**config.mk**
```make
export PLATFORM = sky130hd
export DESIGN_NAME = stack_light_machine_state_monitor
export DESIGN_NICKNAME = d
export VERILOG_FILES = /design/src/rtl/core/slsm_pkg.sv /design/src/rtl/core/stack_light_machine_state_monitor.sv /design/src/rtl/core/slsm_front.sv /design/src/rtl/core/slsm_queue.sv /design/src/rtl/core/slsm_back.sv
export SDC_FILE = /design/constraint.sdc
export NUM_CORES = 1
export LEC_CHECK = 0
export BUFFER_PORTS_ARGS = -buffer_cell sky130_fd_sc_hd__buf_2
export CAP_MARGIN = 20
export CELL_PAD_IN_SITES_DETAIL_PLACEMENT = 0
export CELL_PAD_IN_SITES_GLOBAL_PLACEMENT = 1
export CORE_MARGIN = 2
export CORE_UTILIZATION = 35
export DETAILED_ROUTE_END_ITERATION = 8
export MAX_ROUTING_LAYER = met4
export PLACE_DENSITY_LB_ADDON = 0.25
export SLEW_MARGIN = 20
export SYNTH_ARGS = -nofsm -noshare
export SYNTH_HDL_FRONTEND = slang
export SYNTH_SLANG_ARGS = --single-unit
```
**constraint.sdc**
```tcl
create_clock -name clk_i -period 12.19 [get_ports clk_i]
set_input_delay 1.219 -clock clk_i [delete_from_list [all_inputs] [get_ports clk_i]]
set_output_delay 1.219 -clock clk_i [all_outputs]
set_load 0.01 [all_outputs]
```
**src/rtl/core/slsm_pkg.sv**
```systemverilog
`default_nettype none

package slsm_pkg;

  // pin positions in the sampled pin vector
  localparam int unsigned NUM_PINS  = 6;
  localparam int unsigned PIN_COM   = 0;
  localparam int unsigned PIN_RED   = 1;
  localparam int unsigned PIN_GREEN = 2;
  localparam int unsigned PIN_YEL   = 3;
  localparam int unsigned PIN_CLOSE = 4;
  localparam int unsigned PIN_COUNT = 5;

  // queue between front and back
  localparam int unsigned QUEUE_DEPTH = 2;
  localparam int unsigned QUEUE_PTR_W = 1;
  localparam int unsigned QUEUE_CNT_W = 2;

  // configuration port geometry
  localparam int unsigned CFG_IDX_W  = 2;
  localparam int unsigned CFG_DATA_W = 24;

  localparam logic [15:0] PIECE_MAX = 16'hFFFF;

  typedef enum logic [1:0] {
    ST_NONE    = 2'd0,
    ST_READY   = 2'd1,
    ST_RUNNING = 2'd2,
    ST_ALERT   = 2'd3
  } state_e;

  typedef enum logic [1:0] {
    MODE_MACHINING = 2'd0,
    MODE_INJECTION = 2'd1,
    MODE_PRESS     = 2'd2,
    MODE_INJ_NOLMP = 2'd3
  } mode_e;

  typedef enum logic [1:0] {
    CFG_MODE     = 2'd0,
    CFG_RUN_HOLD = 2'd1,
    CFG_INTERVAL = 2'd2,
    CFG_LIMIT    = 2'd3
  } cfg_idx_e;

  typedef struct packed {
    mode_e       mode;
    logic [15:0] run_hold;
    logic [23:0] interval;
    logic [15:0] limit;
  } cfg_t;

  // one debounced sample handed from front to back
  typedef struct packed {
    logic [NUM_PINS-1:0] levels;
    logic                piece_ev;
  } entry_t;

endpackage

`default_nettype wire

```
**src/rtl/core/stack_light_machine_state_monitor.sv**
```systemverilog
// Stack-light machine state monitor.
// Input channel (in_valid_i/in_ready_o): one transaction per sample tick carrying the six
// raw machine pins. Each pin is debounced by a shift register; the front debounces and
// detects piece events, a two-entry queue decouples it from the back, which classifies
// the machine as ready, running or alert and tracks segments, hold and piece counts.
// Output channel (out_valid_o/out_ready_i): zero or one segment report per sample, in
// sample order, when the state changes, the report interval expires or the piece count
// reaches its limit. The first segment after reset is not reported.
// Throughput: one sample per cycle while the output is taken. An accepted sample enters
// the queue at the accepting edge; the back pops it and loads the output register.
// When the receiver stalls the held report stays, the back stops, and the queue fills;
// in_ready_o falls only once both queue entries are occupied.
// Reset clears configuration to zero, the tick counter and the segment state; the first
// sample after reset loads the debouncers. The user must write configuration through
// cfg_we_i/cfg_idx_i/cfg_data_i only while no sample is in flight; this is not enforced.
`default_nettype none

module stack_light_machine_state_monitor #(
  parameter int unsigned DEBOUNCE_BITS = 8,
  parameter int unsigned TIME_BITS     = 32
) (
  input  wire logic                              clk_i,
  input  wire logic                              rst_ni,
  input  wire logic                              cfg_we_i,
  input  wire logic [slsm_pkg::CFG_IDX_W-1:0]    cfg_idx_i,
  input  wire logic [slsm_pkg::CFG_DATA_W-1:0]   cfg_data_i,
  input  wire logic                              in_valid_i,
  output logic                                   in_ready_o,
  input  wire logic                              pin_common_i,
  input  wire logic                              pin_red_i,
  input  wire logic                              pin_green_i,
  input  wire logic                              pin_yellow_i,
  input  wire logic                              pin_mold_close_i,
  input  wire logic                              pin_piece_count_i,
  output logic                                   out_valid_o,
  input  wire logic                              out_ready_i,
  output logic [1:0]                             segment_state_o,
  output logic [31:0]                            segment_begin_o,
  output logic [31:0]                            segment_end_o,
  output logic [31:0]                            segment_duration_o,
  output logic                                   run_hold_flag_o,
  output logic [15:0]                            segment_pieces_o,
  output logic [1:0]                             new_state_o
);

  slsm_pkg::cfg_t                    cfg_q;
  logic [slsm_pkg::NUM_PINS-1:0]     pins;
  logic                              q_full, q_push, q_pop, q_valid;
  slsm_pkg::entry_t                  q_in, q_out;

  // configuration registers
  always_ff @(posedge clk_i or negedge rst_ni) begin
    if (!rst_ni) begin
      cfg_q <= '0;
    end else if (cfg_we_i) begin
      case (slsm_pkg::cfg_idx_e'(cfg_idx_i))
        slsm_pkg::CFG_MODE:     cfg_q.mode     <= slsm_pkg::mode_e'(cfg_data_i[1:0]);
        slsm_pkg::CFG_RUN_HOLD: cfg_q.run_hold <= cfg_data_i[15:0];
        slsm_pkg::CFG_INTERVAL: cfg_q.interval <= cfg_data_i[23:0];
        slsm_pkg::CFG_LIMIT:    cfg_q.limit    <= cfg_data_i[15:0];
        default: ;
      endcase
    end
  end

  // gather pins in package order
  always_comb begin
    pins = '0;
    pins[slsm_pkg::PIN_COM]   = pin_common_i;
    pins[slsm_pkg::PIN_RED]   = pin_red_i;
    pins[slsm_pkg::PIN_GREEN] = pin_green_i;
    pins[slsm_pkg::PIN_YEL]   = pin_yellow_i;
    pins[slsm_pkg::PIN_CLOSE] = pin_mold_close_i;
    pins[slsm_pkg::PIN_COUNT] = pin_piece_count_i;
  end

  slsm_front #(
    .DEBOUNCE_BITS(DEBOUNCE_BITS)
  ) u_front (
    .clk_i      (clk_i),
    .rst_ni     (rst_ni),
    .cfg_i      (cfg_q),
    .in_valid_i (in_valid_i),
    .in_ready_o (in_ready_o),
    .pins_i     (pins),
    .q_full_i   (q_full),
    .push_o     (q_push),
    .entry_o    (q_in)
  );

  slsm_queue u_queue (
    .clk_i       (clk_i),
    .rst_ni      (rst_ni),
    .push_i      (q_push),
    .push_data_i (q_in),
    .full_o      (q_full),
    .pop_i       (q_pop),
    .valid_o     (q_valid),
    .pop_data_o  (q_out)
  );

  slsm_back #(
    .TIME_BITS(TIME_BITS)
  ) u_back (
    .clk_i              (clk_i),
    .rst_ni             (rst_ni),
    .cfg_i              (cfg_q),
    .q_valid_i          (q_valid),
    .q_data_i           (q_out),
    .q_pop_o            (q_pop),
    .out_valid_o        (out_valid_o),
    .out_ready_i        (out_ready_i),
    .segment_state_o    (segment_state_o),
    .segment_begin_o    (segment_begin_o),
    .segment_end_o      (segment_end_o),
    .segment_duration_o (segment_duration_o),
    .run_hold_flag_o    (run_hold_flag_o),
    .segment_pieces_o   (segment_pieces_o),
    .new_state_o        (new_state_o)
  );

endmodule

`default_nettype wire

```
**src/rtl/core/slsm_front.sv**
```systemverilog
`default_nettype none

module slsm_front #(
  parameter int unsigned DEBOUNCE_BITS = 8
) (
  input  wire logic                              clk_i,
  input  wire logic                              rst_ni,
  input  wire slsm_pkg::cfg_t                    cfg_i,
  input  wire logic                              in_valid_i,
  output logic                                   in_ready_o,
  input  wire logic [slsm_pkg::NUM_PINS-1:0]     pins_i,
  input  wire logic                              q_full_i,
  output logic                                   push_o,
  output slsm_pkg::entry_t                       entry_o
);

  localparam logic [DEBOUNCE_BITS-1:0] DbFall = {1'b1, {(DEBOUNCE_BITS-1){1'b0}}};
  localparam logic [DEBOUNCE_BITS-1:0] DbRise = {1'b0, {(DEBOUNCE_BITS-1){1'b1}}};

  logic [DEBOUNCE_BITS-1:0]          hist_q [slsm_pkg::NUM_PINS];
  logic [DEBOUNCE_BITS-1:0]          hist_d [slsm_pkg::NUM_PINS];
  logic [slsm_pkg::NUM_PINS-1:0]     lvl_q, lvl_d;
  logic [slsm_pkg::NUM_PINS-1:0]     fall;
  logic                              first_q;

  // accept whenever the queue has room
  assign in_ready_o = !q_full_i;
  assign push_o     = in_valid_i && !q_full_i;

  // shift debouncers, first sample loads directly
  always_comb begin
    for (int i = 0; i < slsm_pkg::NUM_PINS; i++) begin
      fall[i] = 1'b0;
      lvl_d[i] = lvl_q[i];
      if (first_q) begin
        hist_d[i] = {DEBOUNCE_BITS{pins_i[i]}};
        lvl_d[i]  = pins_i[i];
      end else begin
        hist_d[i] = {hist_q[i][DEBOUNCE_BITS-2:0], pins_i[i]};
        if (hist_d[i] == DbFall) begin
          lvl_d[i] = 1'b0;
          fall[i]  = 1'b1;
        end else if (hist_d[i] == DbRise) begin
          lvl_d[i] = 1'b1;
        end
      end
    end
  end

  // piece event source depends on the machine mode
  always_comb begin
    entry_o.levels = lvl_d;
    if (cfg_i.mode == slsm_pkg::MODE_INJECTION) begin
      entry_o.piece_ev = fall[slsm_pkg::PIN_CLOSE];
    end else begin
      entry_o.piece_ev = fall[slsm_pkg::PIN_COUNT];
    end
  end

  always_ff @(posedge clk_i or negedge rst_ni) begin
    if (!rst_ni) begin
      first_q <= 1'b1;
      lvl_q   <= '0;
    end else if (push_o) begin
      first_q <= 1'b0;
      lvl_q   <= lvl_d;
    end
  end

  always_ff @(posedge clk_i) begin
    if (push_o) begin
      for (int i = 0; i < slsm_pkg::NUM_PINS; i++) begin
        hist_q[i] <= hist_d[i];
      end
    end
  end

endmodule

`default_nettype wire

```
**src/rtl/core/slsm_queue.sv**
```systemverilog
`default_nettype none

module slsm_queue (
  input  wire logic             clk_i,
  input  wire logic             rst_ni,
  input  wire logic             push_i,
  input  wire slsm_pkg::entry_t push_data_i,
  output logic                  full_o,
  input  wire logic             pop_i,
  output logic                  valid_o,
  output slsm_pkg::entry_t      pop_data_o
);

  slsm_pkg::entry_t                   mem_q [slsm_pkg::QUEUE_DEPTH];
  logic [slsm_pkg::QUEUE_PTR_W-1:0]   wr_ptr_q, rd_ptr_q;
  logic [slsm_pkg::QUEUE_CNT_W-1:0]   cnt_q;
  logic                               do_push, do_pop;

  assign full_o     = (cnt_q == slsm_pkg::QUEUE_CNT_W'(slsm_pkg::QUEUE_DEPTH));
  assign valid_o    = (cnt_q != '0);
  assign pop_data_o = mem_q[rd_ptr_q];
  assign do_push    = push_i && !full_o;
  assign do_pop     = pop_i && valid_o;

  // pointers and fill count
  always_ff @(posedge clk_i or negedge rst_ni) begin
    if (!rst_ni) begin
      wr_ptr_q <= '0;
      rd_ptr_q <= '0;
      cnt_q    <= '0;
    end else begin
      if (do_push) begin
        wr_ptr_q <= wr_ptr_q + 1'b1;
      end
      if (do_pop) begin
        rd_ptr_q <= rd_ptr_q + 1'b1;
      end
      if (do_push && !do_pop) begin
        cnt_q <= cnt_q + 1'b1;
      end else if (do_pop && !do_push) begin
        cnt_q <= cnt_q - 1'b1;
      end
    end
  end

  // storage
  always_ff @(posedge clk_i) begin
    if (do_push) begin
      mem_q[wr_ptr_q] <= push_data_i;
    end
  end

  // fill count stays within depth
  a_cnt_bound: assert property (@(posedge clk_i) disable iff (!rst_ni)
    cnt_q <= slsm_pkg::QUEUE_CNT_W'(slsm_pkg::QUEUE_DEPTH))
    else $error("queue fill count above depth");

  // pointers differ by the fill count
  a_ptr_gap: assert property (@(posedge clk_i) disable iff (!rst_ni)
    (cnt_q == '0 || cnt_q == slsm_pkg::QUEUE_CNT_W'(slsm_pkg::QUEUE_DEPTH))
      == (wr_ptr_q == rd_ptr_q))
    else $error("queue pointers out of step with fill count");

endmodule

`default_nettype wire

```
**src/rtl/core/slsm_back.sv**
```systemverilog
`default_nettype none

module slsm_back #(
  parameter int unsigned TIME_BITS = 32
) (
  input  wire logic             clk_i,
  input  wire logic             rst_ni,
  input  wire slsm_pkg::cfg_t   cfg_i,
  input  wire logic             q_valid_i,
  input  wire slsm_pkg::entry_t q_data_i,
  output logic                  q_pop_o,
  output logic                  out_valid_o,
  input  wire logic             out_ready_i,
  output logic [1:0]            segment_state_o,
  output logic [31:0]           segment_begin_o,
  output logic [31:0]           segment_end_o,
  output logic [31:0]           segment_duration_o,
  output logic                  run_hold_flag_o,
  output logic [15:0]           segment_pieces_o,
  output logic [1:0]            new_state_o
);

  // classifier and segment state
  slsm_pkg::state_e        cur_q, cls_s;
  logic                    hold_q, hold_d;
  logic                    arm_q, arm_d;
  logic [TIME_BITS-1:0]    hold_dl_q, hold_dl_d;
  logic [TIME_BITS-1:0]    rep_dl_q;
  logic [15:0]             piece_q, piece_nx;
  logic [TIME_BITS-1:0]    start_q;
  logic                    known_q;
  logic [TIME_BITS-1:0]    tick_q;
  logic                    out_valid_q;

  logic                    take, report;
  logic                    com, red, green, yellow, closed, cnt;
  logic                    hold_pass, rep_pass, limit_hit;
  logic [TIME_BITS-1:0]    hold_target, dur;

  function automatic logic passed(logic [TIME_BITS-1:0] now, logic [TIME_BITS-1:0] dl);
    logic [TIME_BITS-1:0] d;
    d = now - dl;
    return (d != '0) && !d[TIME_BITS-1];
  endfunction

  // process one queued sample whenever the output slot is free or draining
  assign take    = q_valid_i && (!out_valid_q || out_ready_i);
  assign q_pop_o = take;

  // lamp decoding from debounced levels
  assign com    = q_data_i.levels[slsm_pkg::PIN_COM];
  assign red    = q_data_i.levels[slsm_pkg::PIN_RED] != com;
  assign green  = q_data_i.levels[slsm_pkg::PIN_GREEN] != com;
  assign yellow = q_data_i.levels[slsm_pkg::PIN_YEL] != com;
  assign closed = !q_data_i.levels[slsm_pkg::PIN_CLOSE];
  assign cnt    = !q_data_i.levels[slsm_pkg::PIN_COUNT];

  assign hold_target = tick_q + TIME_BITS'(cfg_i.run_hold);
  assign hold_pass   = passed(tick_q, hold_dl_q);
  assign rep_pass    = passed(tick_q, rep_dl_q);
  assign dur         = tick_q - start_q;

  // saturating piece count
  assign piece_nx = (q_data_i.piece_ev && piece_q != slsm_pkg::PIECE_MAX) ?
                    piece_q + 16'd1 : piece_q;
  assign limit_hit = (cfg_i.limit != '0) && (piece_nx >= cfg_i.limit);

  // state classifier
  always_comb begin
    hold_d    = hold_q;
    arm_d     = arm_q;
    hold_dl_d = hold_dl_q;
    cls_s     = cur_q;
    if (cfg_i.mode == slsm_pkg::MODE_INJ_NOLMP) begin
      if (closed || cnt) begin
        hold_d = 1'b1;
        arm_d  = 1'b0;
        cls_s  = closed ? slsm_pkg::ST_RUNNING : slsm_pkg::ST_READY;
      end else if (!hold_q) begin
        cls_s = slsm_pkg::ST_READY;
      end else if (!arm_q) begin
        arm_d     = 1'b1;
        hold_dl_d = hold_target;
        cls_s     = slsm_pkg::ST_RUNNING;
      end else if (hold_pass) begin
        hold_d = 1'b0;
        cls_s  = slsm_pkg::ST_READY;
      end else begin
        cls_s = slsm_pkg::ST_RUNNING;
      end
    end else if (red) begin
      arm_d = 1'b0;
      if (cfg_i.mode != slsm_pkg::MODE_MACHINING) begin
        hold_d = 1'b0;
      end
      cls_s = slsm_pkg::ST_ALERT;
    end else if (green) begin
      arm_d = 1'b0;
      cls_s = slsm_pkg::ST_RUNNING;
      if (cfg_i.mode != slsm_pkg::MODE_MACHINING) begin
        hold_d = 1'b1;
        if (cfg_i.mode == slsm_pkg::MODE_INJECTION) begin
          if (!closed && cnt) begin
            cls_s = slsm_pkg::ST_READY;
          end
        end else if (cnt) begin
          cls_s = slsm_pkg::ST_READY;
        end
      end
    end else if (yellow) begin
      arm_d = 1'b0;
      if (cfg_i.mode != slsm_pkg::MODE_MACHINING) begin
        hold_d = 1'b0;
      end
      cls_s = slsm_pkg::ST_READY;
    end else if (cfg_i.mode != slsm_pkg::MODE_MACHINING) begin
      if (hold_q) begin
        if (!arm_q) begin
          arm_d     = 1'b1;
          hold_dl_d = hold_target;
        end else if (hold_pass) begin
          cls_s  = slsm_pkg::ST_READY;
          hold_d = 1'b0;
        end
      end else begin
        cls_s = slsm_pkg::ST_READY;
      end
    end else if (cur_q == slsm_pkg::ST_RUNNING) begin
      cls_s = slsm_pkg::ST_RUNNING;
      if (!arm_q) begin
        arm_d     = 1'b1;
        hold_dl_d = hold_target;
      end else if (hold_pass) begin
        cls_s = slsm_pkg::ST_READY;
      end
    end else begin
      cls_s = slsm_pkg::ST_READY;
    end
  end

  assign report = (cls_s != cur_q) || rep_pass || limit_hit;

  // control and segment registers
  always_ff @(posedge clk_i or negedge rst_ni) begin
    if (!rst_ni) begin
      cur_q       <= slsm_pkg::ST_NONE;
      hold_q      <= 1'b0;
      arm_q       <= 1'b0;
      hold_dl_q   <= '0;
      rep_dl_q    <= '0;
      piece_q     <= '0;
      start_q     <= '0;
      known_q     <= 1'b0;
      tick_q      <= '0;
      out_valid_q <= 1'b0;
    end else begin
      if (out_ready_i) begin
        out_valid_q <= 1'b0;
      end
      if (take) begin
        tick_q    <= tick_q + 1'b1;
        arm_q     <= arm_d;
        hold_dl_q <= hold_dl_d;
        if (report) begin
          out_valid_q <= known_q;
          known_q     <= 1'b1;
          cur_q       <= cls_s;
          start_q     <= tick_q;
          hold_q      <= 1'b0;
          piece_q     <= '0;
          rep_dl_q    <= tick_q + TIME_BITS'(cfg_i.interval);
        end else begin
          hold_q  <= hold_d;
          piece_q <= piece_nx;
        end
      end
    end
  end

  // result payload
  always_ff @(posedge clk_i) begin
    if (take && report) begin
      segment_state_o    <= cur_q;
      segment_begin_o    <= 32'(start_q);
      segment_end_o      <= 32'(tick_q);
      segment_duration_o <= 32'(dur);
      run_hold_flag_o    <= (cfg_i.mode == slsm_pkg::MODE_MACHINING) ? 1'b0 : hold_d;
      segment_pieces_o   <= piece_nx;
      new_state_o        <= cls_s;
    end
  end

  assign out_valid_o = out_valid_q;

  // a reported segment always has a real state on both sides
  a_seg_state: assert property (@(posedge clk_i) disable iff (!rst_ni)
    out_valid_o |-> (segment_state_o != slsm_pkg::ST_NONE &&
                     new_state_o != slsm_pkg::ST_NONE))
    else $error("report with state none");

  // once reporting, the current state is never none
  a_known: assert property (@(posedge clk_i) disable iff (!rst_ni)
    known_q |-> cur_q != slsm_pkg::ST_NONE)
    else $error("segment known but state none");

  // tick advances exactly once per processed sample
  a_tick: assert property (@(posedge clk_i) disable iff (!rst_ni)
    take |=> tick_q == $past(tick_q) + 1'b1)
    else $error("tick counter out of step");

endmodule

`default_nettype wire

```
* After elaboration in Yosys (flattened, before gate mapping) *
Memories as Yosys holds them, arrays and structs flattened.
Index checks and enable logic that the tools add are counted.

word-level totals
  register bits = 336
  memory bits (writable) = 62
  input port bits = 37
  output and inout bits = 119
  logic and storage cells = 196
  memories = 2

memory list
  memory          depth  width  rd ports  clocked after memory_dff  write ports  line              text
  u_front.hist_q  6      8      6         0                         6            slsm_front.sv:20  logic [DEBOUNCE_BITS-1:0] hist_q [slsm_pkg::NUM_PINS];
  u_queue.mem_q   2      7      1         0                         1            slsm_queue.sv:14  slsm_pkg::entry_t mem_q [slsm_pkg::QUEUE_DEPTH];

operators by class
  $add $sub $neg = 11
  $lt $le $gt $ge = 1
  equality and inequality tests = 28
  muxes and demuxes = 87
  reductions and logical operators = 41

operator list
  cell                                                 count
  two-way mux 32 bit                                   9
  subtractor 32 bit                                    3
  nonzero test 32 bit                                  2
  two-way mux 1 bit                                    50
  equality test 8 x 7 -> 1 bit, second input constant  6
  equality test 8 bit, second input constant           6
  two-way mux 8 bit                                    6
  two-way mux 2 bit                                    20
  adder 32 x 1 -> 32 bit, second input constant        1
  adder 32 x 16 -> 32 bit                              1
  adder 32 x 24 -> 32 bit                              1
  two-way mux 16 bit                                   2
  adder 16 x 1 -> 16 bit, second input constant        1
  >= comparator 16 bit                                 1
  inequality test 16 bit, second input constant        1
  nonzero test 16 bit                                  1
  logical AND 1 bit                                    12
  AND reduction 2 bit                                  6
  equality test 2 bit, second input constant           5
  zero test 1 bit                                      8
  inequality test 2 bit, second input constant         4
  AND reduction 6 bit                                  1
  nonzero test 2 bit                                   3
  nonzero test 6 bit                                   1
  9 further kinds                                      17

* Depth between registers and ports, before layout *
  word-level depth = 16
  depth in mapped cells = 25
  depth with buffers taken out = 21

* By module *
Synthesis repeated with hierarchy kept, for this count alone.

second synthesis, totals
  cell total of the unflattened synthesis = 2330
  area total of the unflattened synthesis = 23782.8 µm²

by module, submodules not included
  module                             times used  cells each  area each (µm²)  seq. area each (µm²)
  slsm_back                          1           1964        18417.7          7267.0
  stack_light_machine_state_monitor  1           124         2327.2           1451.4
  slsm_front                         1           201         2323.5           1437.6
  slsm_queue                         1           41          714.4            520.5

* Worst setup path after synthesis *
Ideal clock, no wire load.

  kind = reg-to-reg
  start = register u_back.tick_q[1]
  end = register u_back.new_state_o[0], enable pin
  setup time = 0.385 ns
  data arrival time = 4.875 ns
  data required time = 11.805 ns
  setup slack = 6.930 ns
  cell stages (with the launch flop) = 19
  path buffers = 3
  period minus slack after synthesis = 5.260 ns
  path through = dfrtp_1 -> inv_1 -> fa_1 -> nor2b_4 -> o31a_1 -> o31a_1 -> a211oi_2 -> o21ai_2 -> a21bo_1 -> or3_4 -> a2111oi_4 -> nand4_2 -> a21boi_0 -> o21ai_0 -> nand4_4 -> and2_1 -> buf_6 -> buf_6 -> buf_6

on the way
  word-level cells in the longest chain between the ends = 15
  elaborated cells on any way between the ends = 25
  classes of those cells = add/sub: 2; eq/ne: 1; mux: 13; reduce/logical: 9

ends and longest elaborated chain
  item                                                    line                                                 text
  start: declaration                                      slsm_back.sv:32                                      logic [TIME_BITS-1:0] tick_q;
  start signal: assignment                                slsm_back.sv:161                                     tick_q <= tick_q + 1'b1;
  subtractor 32 bit                                       slsm_back.sv:42                                      d = now - dl;
  nonzero test 32 bit or zero test 1 bit (tied branches)  slsm_back.sv:43                                      return (d != '0) && !d[TIME_BITS-1];
  logical AND 1 bit                                       slsm_back.sv:43
  two-way mux 2 bit (on tied branches)                    slsm_back.sv:85, slsm_back.sv:133, slsm_back.sv:121
  two-way mux 2 bit (on tied branches)                    slsm_back.sv:81, slsm_back.sv:130, slsm_back.sv:118
  two-way mux 2 bit (on tied branches)                    slsm_back.sv:128, slsm_back.sv:117
  two-way mux 2 bit                                       slsm_back.sv:116                                     end else if (cfg_i.mode != slsm_pkg::MODE_MACHINING) begin
  two-way mux 2 bit                                       slsm_back.sv:110                                     end else if (yellow) begin
  two-way mux 2 bit                                       slsm_back.sv:97                                      end else if (green) begin
  two-way mux 2 bit                                       slsm_back.sv:91                                      end else if (red) begin
  two-way mux 2 bit                                       slsm_back.sv:74                                      if (cfg_i.mode == slsm_pkg::MODE_INJ_NOLMP) begin
  inequality test 2 bit                                   slsm_back.sv:141                                     assign report = (cls_s != cur_q) || rep_pass || limit_hit;
  logical OR 1 bit * (2 in a row)                         slsm_back.sv:141
  logical AND 1 bit *                                     slsm_back.sv:182                                     if (take && report) begin
  end signal: assignment                                  slsm_back.sv:189                                     new_state_o <= cls_s;
  end: declaration                                        slsm_back.sv:20                                      output logic [1:0] new_state_o

Every way passes the cells marked *; elsewhere a longest branch is shown, timed or not.
A chain may end at the register's enable or synchronous reset.

* Worst setup path in the final report *
  start = register u_back.piece_q[0]
  end = register u_back.rep_dl_q[5]

on the way
  word-level cells in the longest chain between the ends = 7
  elaborated cells on any way between the ends = 8
  classes of those cells = add/sub: 1; order compare: 1; eq/ne: 1; mux: 1; reduce/logical: 4

ends and longest elaborated chain
  item                                                                            line              text
  start: declaration                                                              slsm_back.sv:29   logic [15:0] piece_q, piece_nx;
  start signal: assignment                                                        slsm_back.sv:174  piece_q <= piece_nx;
  parallel branches: the longest is 2 deep, another holds adder 16 x 1 -> 16 bit  --
  two-way mux 16 bit *                                                            slsm_back.sv:64   assign piece_nx = (q_data_i.piece_ev && piece_q != slsm_pkg::PIECE_MAX) ?
  named net u_back.piece_nx[0]                                                    slsm_back.sv:29
  >= comparator 16 bit *                                                          slsm_back.sv:66   assign limit_hit = (cfg_i.limit != '0) && (piece_nx >= cfg_i.limit);
  logical AND 1 bit *                                                             slsm_back.sv:66
  logical OR 1 bit *                                                              slsm_back.sv:141
  AND reduction 2 bit (no source line) *                                          --
  end signal: assignment                                                          slsm_back.sv:171  rep_dl_q <= tick_q + TIME_BITS'(cfg_i.interval);
  end: declaration                                                                slsm_back.sv:28   logic [TIME_BITS-1:0] rep_dl_q;

Mark *: on every way through the listed nets, which the timed path passes.

==> reports/qor.txt <==
Chip Width -> 261.0 um
Detailed placement HPWL -> 45820 um
Yosys cell types -> 90
Setup WS post-layout -> 5281 ps
Vias per inst -> 5.259
Die height -> 261.0 um
Flop pwr share -> 0.334
Hold path depth -> 0
CTS H-Tree Depth -> 2
Worst reg-to-reg path cell count -> 23
Gpl congestion -> 0.8871
GR Overflow Total -> 0
Yosys warning count -> 0
Pins over their slew limit -> 0
Area of the die -> 68100 um^2
CTS sink count -> 392
Syn_nets -> 2439
Top-Level Pins -> 156
Max_cap viols -> 0
Clock Power Share -> 0.230
Sw frac -> 0.3885
Number of routed nets with antenna violations -> 0
Status -> complete, no violations
Rel. slew slack -> 0.3094
Post-CTS resize count -> 0
Vias in the first global route -> 17235
Layout cell share with drive strength beyond 1 -> 0.1545
TNS Setup -> 0 ps
Ordered list of cells on the worst path -> ha_1, nand3_1, nor4_1, nor2_1, xor2_1, inv_1, ha_1, nand2b_1, a21o_1, a21o_1, a21o_1, a21o_1, a2111oi_0, o21bai_1, a31oi_1, o21ai_0, o22ai_1, o311a_2, nand4_4, and2_4, buf_16, buf_4, mux2_1
Comb power frac -> 0.436
Initial Utilization -> 0.3528
Max FO, Critical Path -> 62
Gate Count Post-Synth -> 2245
DRC -> 0
Syn avg cell area -> 10.29 um^2
Port buffer count -> 155
Core area -> 65510 um^2
Peak supply drop -> 0.0001671 V
Main synth FF type -> dfrtp_1
Hold-fix buffers, CTS -> 0
Total vias in the final route -> 17344
Slowest-stage cell, CP -> a31oi_1
Post-synth EDFFs -> 173
Post-synthesis cell area -> 23110 um^2
CTS root buf -> clkbuf_16
WL/cell -> 18.78 um
Final worst path period need -> 6909 ps
Most used cell, CP -> a21o_1
Iter 0 DRT Violations -> 1235
Pre-antenna DRT Iters -> 5
Area Growth Syn to Fin -> 14.76%
Data arrival, critical path -> 7370 ps
Period utilisation layout -> 0.5668
Ys async rst share -> 0.5587
Num CTS Buffers -> 46
Clk slew on worst S/H paths -> 60 ps
Buffer depth of the longest clock path -> 3
Fmax -> 0.1447 GHz
Final Skew -> 30.80 ps
Initial antenna violation count -> 0
Post-CTS setup buffers -> 0
Hold Fails Final Rpt -> 0
Hold crit path type -> reg -> reg
Pre-CTS WS -> 4983 ps
Pin count of the biggest net entering global routing -> 98
Total global-route track usage -> 0.1884
RSZ-0062 raised after global routing -> false
CP endpoint kind -> register
Flops & latches, synth -> 392
Final WL -> 61950 um
Critical path class -> reg -> reg
Critical Path Source Type -> register
Leakage -> 11.73 nW
Worst Max-Slew Pin Slew -> 1033 ps
Final setup fails -> 0
Clock insertion delay at the later pin of the skew report -> 590 ps
PwrDens -> 251.3 nW/um^2
Seq/Total Area, Yosys -> 0.4620
Slowest cell delay on critical path -> 590 ps
First-pass GRT wire length -> 98220 um
Internal power -> 4.077 mW
Req. time, crit path -> 12650 ps
Rows -> 94
Fin nets -> 2590
CTS tree -> done
Switching pwr -> 2.590 mW
==> cells in the final DEF, fill, tap and decap left out, drive strengths merged, types with 10 or more instances in the layout <==
cell	instances
nand2	170
dfrtp	218
a21o	38
buf	179
o21a	28
bufinv	10
inv	207
o2111ai	10
nand3	53
nand2b	23
o21bai	13
clkbuf	57
nor2b	19
or2	13
nor3	41
and4	11
o31ai	19
o22ai	10
nor2	126
a211oi	12
mux2i	36
xor2	62
o211ai	17
edfxtp	173
and3	21
ha	152
nand4	43
xnor2	94
nor4	18
a31oi	22
o21ai	155
or3	15
clkinv	12
a21oi	122
a21boi	11
and2	11
mux2	103
==> sequential cells by signal, summed over array words and instances (netlist names), 6 cells and up <==
signal / cells
u_back.segment_begin_o: 32
u_back.segment_end_o: 32
cfg_q: 58
u_back.start_q: 32
u_front.hist_q: 42
u_back.rep_dl_q: 32
u_back.piece_q: 16
u_queue.mem_q: 14
u_back.segment_duration_o: 32
u_front.lvl_q: 6
u_back.segment_pieces_o: 16
u_back.tick_q: 32
u_back.hold_dl_q: 32
==> layer usage <==
layer / share of wire / up-vias / track usage
met5: 0 / - / -
met4: 0.018 / 0 / 0.04206
met3: 0.040 / 72 / 0.02410
met2: 0.48 / 338 / 0.3106
met1: 0.46 / 8504 / 0.2477
li1: - / 8430 / -
==> critical path: cells and delay by family (launching register included) <==
family | cells | cell delay [ps]
AOI/OAI and AO/OA | 10 | 2720
xor gates and xnor gates | 1 | 210
buffers and inverters | 3 | 770
adders and majority gates | 2 | 460
muxes | 1 | 420
DFF | 1 | 420
and+or+nand+nor | 6 | 1730
==> metrics by stage <==
stage | power (mW) | hold WS (ps) | std cells | utilization | cell area [um^2]
6_report | 6.667 | 458.4 | 3298 | 0.4049 | 26520
5_1_grt | 7.151 | 476.1 | 3297 | 0.4048 | 26520
4_1_cts | 6.739 | 460.4 | 3296 | 0.4044 | 26490
3_5_place_dp | 5.167 | 445.7 | 3211 | 0.3788 | 24810
3_3_place_gp | 5.134 | 447.9 | 3211 | 0.3788 | 24810
2_1_floorplan | 4.277 | 423.1 | 2245 | - | 23110
==> kinds of logic (layout without fill, tap and decap cells) <==
family	after synthesis	in the layout	synth area share
simple gates	588	588	0.1267
compound gates	532	532	0.1484
flops	392	392	0.4620
buf+inv	281	469	0.04808
fa+ha+maj	157	157	0.08662
xor+xnor	156	156	0.05912
mux	139	139	0.06903
other cells	0	1	0
==> cell usage after synthesis, types with 38 or more instances <==
| cell | n | area, um^2 |
|---|---|---|
| mux2_2 | 68 | 765.7 |
| a21o_1 | 38 | 285.3 |
| nand2_1 | 170 | 638.1 |
| nand3_1 | 53 | 265.3 |
| a21oi_1 | 122 | 610.6 |
| nor3_1 | 40 | 200.2 |
| nor2_1 | 126 | 473.0 |
| o21ai_0 | 153 | 765.7 |
| ha_1 | 152 | 1902 |
| inv_1 | 203 | 762.0 |
| nand4_1 | 41 | 256.5 |
| xor2_1 | 62 | 543.0 |
| dfrtp_1 | 218 | 5455 |
| xnor2_1 | 94 | 823.3 |
| clkbuf_1 | 65 | 244.0 |
| edfxtp_1 | 173 | 5195 |
==> power by group through the flow <==
stage / Clock [mW] / Sequential [mW] / Combinational [mW]
after CTS: 1.58 / 2.24 / 2.92
after global routing: 1.63 / 2.28 / 3.25
after detailed placement: 0 / 2.26 / 2.91
final: 1.54 / 2.22 / 2.91
after global placement: 0 / 2.25 / 2.88
after floorplan: 0 / 2.29 / 1.99
==> area by class of cell <==
cell class                 count  area (um^2)
antenna                        1        2.502
clock buffer                  57         1255
clock inverter                28        424.2
fill                        6315        38990
inverter                     205        769.5
multi-input combinational   1572        11330
sequential                   392        10680
tap                          864         1081
timing repair buffer         179        985.9
==> final timing paths <==
kind | start | end | slack [ps]
min in group asynchronous | rst_ni | u_back.start_q[5] | 680
worst min-delay path | u_back.start_q[19] | u_back.segment_begin_o[19] | 460
worst max-delay path | u_back.piece_q[0] | u_back.rep_dl_q[5] | 5280
max in group asynchronous | rst_ni | u_back.tick_q[27] | 10030
worst max register to register | u_back.piece_q[0] | u_back.rep_dl_q[5] | 5280
worst min register to register | u_back.start_q[19] | u_back.segment_begin_o[19] | 460
Power figures use the tool's default switching activity.
